### config.mk
export PLATFORM = sky130hd
export DESIGN_NAME = wildcard_byte_pattern_scan_top
export DESIGN_NICKNAME = d
export VERILOG_FILES = /design/src/hw/rtl/wbps_pkg.sv /design/src/hw/rtl/wildcard_byte_pattern_scan_top.sv
export VERILOG_INCLUDE_DIRS = /design/src /design/src/hw/rtl
export SDC_FILE = /design/constraint.sdc
export NUM_CORES = 1
export LEC_CHECK = 0
export BUFFER_PORTS_ARGS = -buffer_cell sky130_fd_sc_hd__clkbuf_2
export CAP_MARGIN = 20
export CORE_ASPECT_RATIO = 2
export CORE_UTILIZATION = 53
export DETAILED_ROUTE_END_ITERATION = 6
export PLACE_DENSITY = 0.78
export SLEW_MARGIN = 20
export SYNTH_ARGS = -nofsm -noshare
export SYNTH_HDL_FRONTEND = slang
export SYNTH_SLANG_ARGS = --single-unit
export TNS_END_PERCENT = 10
### constraint.sdc
create_clock -name clk -period 16.9 [get_ports clk]
set_input_delay 3.38 -clock clk [delete_from_list [all_inputs] [get_ports clk]]
set_output_delay 3.38 -clock clk [all_outputs]
set_load 0.1 [all_outputs]
### src/hw/rtl/assert_macros.svh
// Assertion macros shared by the RTL of the wildcard byte pattern scanner.
// Every macro samples on the rising edge of clk and is off while arst_n is low.
`ifndef ASSERT_MACROS_SVH
`define ASSERT_MACROS_SVH

// Property must hold at every sampled clock edge outside reset.
`define ASSERT_CLK(label, prop, msg) \
	label: assert property (@(posedge clk) disable iff (!arst_n) (prop)) else $error(msg);

// Expression must never be true at a sampled clock edge outside reset.
`define ASSERT_NEVER(label, expr, msg) \
	label: assert property (@(posedge clk) disable iff (!arst_n) !(expr)) else $error(msg);

`endif

### src/hw/rtl/wbps_pkg.sv
// Package for the wildcard byte pattern scanner: payload structs,
// register index codes and fixed field widths. No dependencies.
package wbps_pkg;

	localparam int MAX_PATTERN_DEF = 16;
	localparam int LEN_W           = 5;
	localparam int ADDR_W          = 64;
	localparam int CFG_IDX_W       = 3;
	localparam int CFG_DATA_W      = 64;

	localparam logic [CFG_IDX_W-1:0] REG_PATTERN_LOW    = 3'd0;
	localparam logic [CFG_IDX_W-1:0] REG_PATTERN_HIGH   = 3'd1;
	localparam logic [CFG_IDX_W-1:0] REG_WILDCARD_MASK  = 3'd2;
	localparam logic [CFG_IDX_W-1:0] REG_PATTERN_LENGTH = 3'd3;
	localparam logic [CFG_IDX_W-1:0] REG_START_ADDRESS  = 3'd4;

	typedef struct packed {
		logic [7:0] data_byte;
		logic       last_byte;
	} in_t;

	typedef struct packed {
		logic              found;
		logic [ADDR_W-1:0] match_address;
	} out_t;

endpackage

### src/hw/rtl/wildcard_byte_pattern_scan_top.sv
// Wildcard byte pattern scanner, top level.
// Depends on wbps_pkg and assert_macros.svh.
//
// Scans a byte stream for a pattern of up to MAX_PATTERN bytes with per-position
// wildcards and reports the lowest start address of the first match in each range,
// or a not-found transaction on the last byte of a range without a match. One byte
// is taken per cycle while the result register is not stalled: a transaction is held
// in the input register, and the masked window compare and state update run between
// it and the result register, where the result is registered; the input stalls while
// the result register is stalled. Write configuration only while the block is idle;
// writing start_address also restarts the range.
`include "assert_macros.svh"

module wildcard_byte_pattern_scan_top
	import wbps_pkg::*;
#(
	parameter int MAX_PATTERN = MAX_PATTERN_DEF
) (
	input  logic                  clk,
	input  logic                  arst_n,
	input  logic                  in_valid,
	output logic                  in_stall,
	input  in_t                   in_data,
	output logic                  out_valid,
	input  logic                  out_stall,
	output out_t                  out_data,
	input  logic                  cfg_we,
	input  logic [CFG_IDX_W-1:0]  cfg_index,
	input  logic [CFG_DATA_W-1:0] cfg_data
);

	localparam int IDX_W  = (MAX_PATTERN > 1) ? $clog2(MAX_PATTERN) : 1;
	localparam int SEEN_W = $clog2(MAX_PATTERN + 1);

	// configuration
	logic [63:0]       pattern_low_q;
	logic [63:0]       pattern_high_q;
	logic [15:0]       wildcard_mask_q;
	logic [LEN_W-1:0]  pattern_length_q;
	logic [ADDR_W-1:0] start_address_q;

	// scan state
	logic [7:0]        win_q [MAX_PATTERN];
	logic [SEEN_W-1:0] seen_q;
	logic [ADDR_W-1:0] addr_q;
	logic              reported_q;

	// input register
	logic valid_s1;
	in_t  data_s1;

	logic              out_valid_q;
	out_t              out_data_q;

	logic              advance;
	logic              restart_cfg;
	logic [7:0]        win_nxt [MAX_PATTERN];
	logic [LEN_W-1:0]  eff_len;
	logic [SEEN_W-1:0] seen_nxt;
	logic [127:0]      pat_all;
	logic              hit;
	logic              emit;

	assign advance     = valid_s1 && (!out_valid_q || !out_stall);
	assign in_stall    = valid_s1 && !advance;
	assign restart_cfg = cfg_we && (cfg_index == REG_START_ADDRESS);
	assign pat_all     = {pattern_high_q, pattern_low_q};

	always_comb begin
		win_nxt[0] = data_s1.data_byte;
		for (int i = 1; i < MAX_PATTERN; i++) begin
			win_nxt[i] = win_q[i-1];
		end

		if (pattern_length_q == '0) begin
			eff_len = LEN_W'(1);
		end else if (pattern_length_q > LEN_W'(MAX_PATTERN)) begin
			eff_len = LEN_W'(MAX_PATTERN);
		end else begin
			eff_len = pattern_length_q;
		end

		seen_nxt = (seen_q < SEEN_W'(MAX_PATTERN)) ? seen_q + SEEN_W'(1) : seen_q;

		// pattern byte k lines up with window byte len-1-k (newest at 0)
		hit = (LEN_W'(seen_nxt) >= eff_len);
		for (int k = 0; k < MAX_PATTERN; k++) begin
			if ((LEN_W'(k) < eff_len) && !wildcard_mask_q[k] &&
				(win_nxt[IDX_W'(eff_len - LEN_W'(1) - LEN_W'(k))] != pat_all[8*k +: 8])) begin
				hit = 1'b0;
			end
		end

		emit = !reported_q && (hit || data_s1.last_byte);
	end

	// configuration registers
	always_ff @(posedge clk or negedge arst_n) begin
		if (!arst_n) begin
			pattern_low_q    <= '0;
			pattern_high_q   <= '0;
			wildcard_mask_q  <= '0;
			pattern_length_q <= LEN_W'(1);
			start_address_q  <= '0;
		end else if (cfg_we) begin
			case (cfg_index)
				REG_PATTERN_LOW:    pattern_low_q    <= cfg_data;
				REG_PATTERN_HIGH:   pattern_high_q   <= cfg_data;
				REG_WILDCARD_MASK:  wildcard_mask_q  <= cfg_data[15:0];
				REG_PATTERN_LENGTH: pattern_length_q <= cfg_data[LEN_W-1:0];
				REG_START_ADDRESS:  start_address_q  <= cfg_data;
				default: ;
			endcase
		end
	end

	// input register
	always_ff @(posedge clk or negedge arst_n) begin
		if (!arst_n) begin
			valid_s1 <= 1'b0;
		end else if (in_valid && !in_stall) begin
			valid_s1 <= 1'b1;
		end else if (advance) begin
			valid_s1 <= 1'b0;
		end
	end

	always_ff @(posedge clk) begin
		if (in_valid && !in_stall) begin
			data_s1 <= in_data;
		end
	end

	// scan state
	always_ff @(posedge clk or negedge arst_n) begin
		if (!arst_n) begin
			for (int i = 0; i < MAX_PATTERN; i++) begin
				win_q[i] <= '0;
			end
			seen_q     <= '0;
			addr_q     <= '0;
			reported_q <= 1'b0;
		end else if (restart_cfg) begin
			seen_q     <= '0;
			addr_q     <= cfg_data;
			reported_q <= 1'b0;
		end else if (advance) begin
			for (int i = 0; i < MAX_PATTERN; i++) begin
				win_q[i] <= win_nxt[i];
			end
			if (data_s1.last_byte) begin
				seen_q     <= '0;
				addr_q     <= start_address_q;
				reported_q <= 1'b0;
			end else begin
				seen_q     <= seen_nxt;
				addr_q     <= addr_q + ADDR_W'(1);
				reported_q <= reported_q || hit;
			end
		end
	end

	// result register
	always_ff @(posedge clk or negedge arst_n) begin
		if (!arst_n) begin
			out_valid_q <= 1'b0;
		end else if (advance) begin
			out_valid_q <= emit;
		end else if (!out_stall) begin
			out_valid_q <= 1'b0;
		end
	end

	always_ff @(posedge clk) begin
		if (advance && emit) begin
			out_data_q.found         <= hit;
			out_data_q.match_address <= hit ? addr_q - ADDR_W'(eff_len - LEN_W'(1)) : '0;
		end
	end

	assign out_valid = out_valid_q;
	assign out_data  = out_data_q;

	`ASSERT_CLK(a_notfound_addr_zero, (out_valid && !out_data.found) |-> (out_data.match_address == '0), "not-found transaction with nonzero address")
	`ASSERT_NEVER(a_no_second_result, advance && reported_q && emit, "second result within one range")
	`ASSERT_CLK(a_stall_needs_item, in_stall |-> valid_s1, "input stalled with empty input register")
	`ASSERT_CLK(a_seen_bound, seen_q <= SEEN_W'(MAX_PATTERN), "byte count above window depth")

endmodule

==> results.ini <==
[synthesis]
ys_types = 82
synth_cells = 2772
seq_area_frac_synth_pct = 39.4
yosysMostFrequentCell = dfrtp_1
synth_edf_count = 74
avgSynthCellArea_um2 = 11.3
async_flop_share_pct = 84.6
syn_nets = 2934
synth_ff_type = dfrtp_1
yosysWarnings = 0
synth-seq-cells = 479
synth.area.top_cells = dfrtp_1, mux4_2, mux2_2
netlist_area_um2 = 31400
synth_top_area_share_pct = 32.2
synth_top_cell_by_area = dfrtp_1
ys_top_cells_by_count = dfrtp_1, nand2_1, mux2_2

[setup_path]
worst-path-max-fanout = 65
cp-end-kind = flop
worst_path_most_repeated_cell = buf_4
crit_path_start_kind = flop
worstSetupPathType = reg2reg
r2r_cells = 21
max_stage_delay_ns = 0.64
cp_slowest_cell = dfrtp_1
path_cells = inv_2 > nand2_2 > buf_4 > ha_1 > xnor2_4 > buf_4 > inv_2 > ha_1 > a31oi_4 > xnor2_2 > buf_4 > mux4_2 > xor2_1 > nor4_1 > a21oi_1 > o211ai_2 > nand4_4 > buf_4 > o21ai_0 > and3_2 > buf_4
cp_data_required_time_ns = 17.11
crit_arrival_ns = 7.87

[timing]
tns_ns = 0
hold_ws_ns = 0.473
fin_worst_skew_ns = 0.0189
min_period_ns = 7.66
post-route-period-util_pct = 45.3
hold_viol = 0
setup-violations-final = 0
maxSlewHeadroom_pct = 27.4
max_freq_ghz = 0.131
drv_slew = 0
rsz0062_at_grt = false
tightest_slew_ns = 1.09

[die]
num_rows = 125
initial_core_util_pct = 53.8
die_y_um = 346
die-width_um = 174
core_um2 = 58300
die_area_um2 = 60200
io_pins = 148

[layout]
drive_gt1_share_pct = 28.6
final_area_um2 = 34400
fin_nets = 2985
final_util_pct = 59.0
syn_to_final_growth_pct = 9.69

[global_route]
grt_pass1_wl_um = 155000
track_usage_pct = 35.1
grt_pass1_vias = 24600
grt_antenna_before_repair = 3
grt_max_degree = 111
grt_overflow = 0

[clock_network]
numCtsBuffers = 44
htreeDepth = 2
cts_setup_buffers = 0
path_clk_slew_ns = 0.07
clk_path_buf_depth = 3
worstSkewPairLatency_ns = 0.59
clock_sinks = 479
cts_tree = built
cts_hold_buf = 0
clockRootBuffer = clkbuf_16
ctsResizeCount = 0

[placement]
dp_hpwl_um = 78000
placed_cell_area_um2 = 32700
portBuffers = 147
gp_congestion = 1.06

[route]
vias = 24500
avgRoutedWirePerCell_um = 28.9
drt_iter0_drc = 2157
viasPerCell = 6.76
drc = 0
antenna_left = 0
wl_um = 105000
dr.pass1.iters = 6

[pwr]
p_leak_nw = 14.2
ir_worst_vdd_uv = 110
powerDensity_nw_per_um2 = 202

[status]
status = complete, no violations

[job]
maxCapViolations = 0

[hold_path]
whs_path_depth = 2
min-delay-path-class = reg2reg

## cell usage in the layout (no fill, tap or decap), types with 76 or more instances in the layout
| cell type | n |
|---|---|
| nor2_1 | 125 |
| mux2_2 | 267 |
| o21ai_0 | 121 |
| xor2_1 | 125 |
| clkbuf_2 | 147 |
| xnor2_1 | 76 |
| nor3_1 | 81 |
| nand2_1 | 309 |
| ha_1 | 80 |
| dfrtp_1 | 404 |
| a21oi_1 | 148 |
| mux4_2 | 224 |
## cell families (layout without fill, tap and decap cells)
group                      count (synthesis)  in the layout  share of synthesized area, %
and+or+nand+nor                          738            738                          11.0
muxes                                    546            546                          27.4
AOI/OAI and AO/OA                        490            490                          10.0
DFF                                      479            479                          39.4
buffers and inverters                    230            317                          3.01
xor gates and xnor gates                 207            207                          5.93
adders and majority gates                 82             82                          3.29
other                                      0              2                             0
## power by group
part | leakage [nW] | internal [mW] | switching (mW)
clock network | 0.824 | 0.663 | 0.487
registers | 5.65 | 1.46 | 0.394
logic | 7.69 | 1.78 | 2.16
total | 14.2 | 3.91 | 3.04
## worst max-delay path, delay by kind of cell (launching register included)
kind	cells	cell delay [ns]
buffers and inverters	7	2.77
AOI/OAI and AO/OA	4	1.09
and+or+nand+nor	4	0.87
adders and majority gates	2	0.81
DFF	1	0.64
muxes	1	0.55
xor gates and xnor gates	3	0.42
## stage by stage
step	setup WS (ns)	total power, mW	cells
after floorplan	9.13	4.58	2772
after global placement	9.28	5.58	3536
after detailed placement	9.21	5.68	3536
after CTS	9.15	6.84	3618
after global routing	8.72	7.23	3621
final	9.24	6.95	3623
## layout make-up
type                    instances  area, µm²
flip-flops and latches        479      12400
clock inverters                25        322
multi-input cells            2063      18200
clock buffers                  57       1350
well taps                     762        953
inverters                      50        198
fillers                      4712      23900
repair buffers                185       1070
diodes                          2       5.00
## path summary, 6_finish.rpt
path / from / end / slack (ns)
max: pattern_length_q[4]$_DFFE_PN0P_ / out_data[13]$_SDFFCE_PN0P_ / 9.24
max in group asynchronous: arst_n / pattern_high_q[17]$_DFFE_PN0P_ / 11.62
min: start_address_q[62]$_DFFE_PN0P_ / start_address_q[62]$_DFFE_PN0P_ / 0.47
min in group asynchronous: arst_n / win_nxt[1]$_DFFE_PN0P_ / 2.85
min reg2reg: start_address_q[62]$_DFFE_PN0P_ / start_address_q[62]$_DFFE_PN0P_ / 0.47
max reg2reg: pattern_length_q[4]$_DFFE_PN0P_ / out_data[13]$_SDFFCE_PN0P_ / 9.24
## metal layers
metal  GRT usage (%)  share of wire, %
met1            35.7                32
met2            61.5                51
met3            6.08               6.7
met4            31.0                10
met5               0             0.041
## sequential cells by signal (all words and copies together) (netlist names), 5 cells and up
signal            cells
wildcard_mask_q      16
pattern_length_q      5
pattern_low_q        64
seen_q                5
win_nxt             120
out_data             65
data_s1               9
addr_q               64
start_address_q      64
pattern_high_q       64
Power figures use the tool's default switching activity.
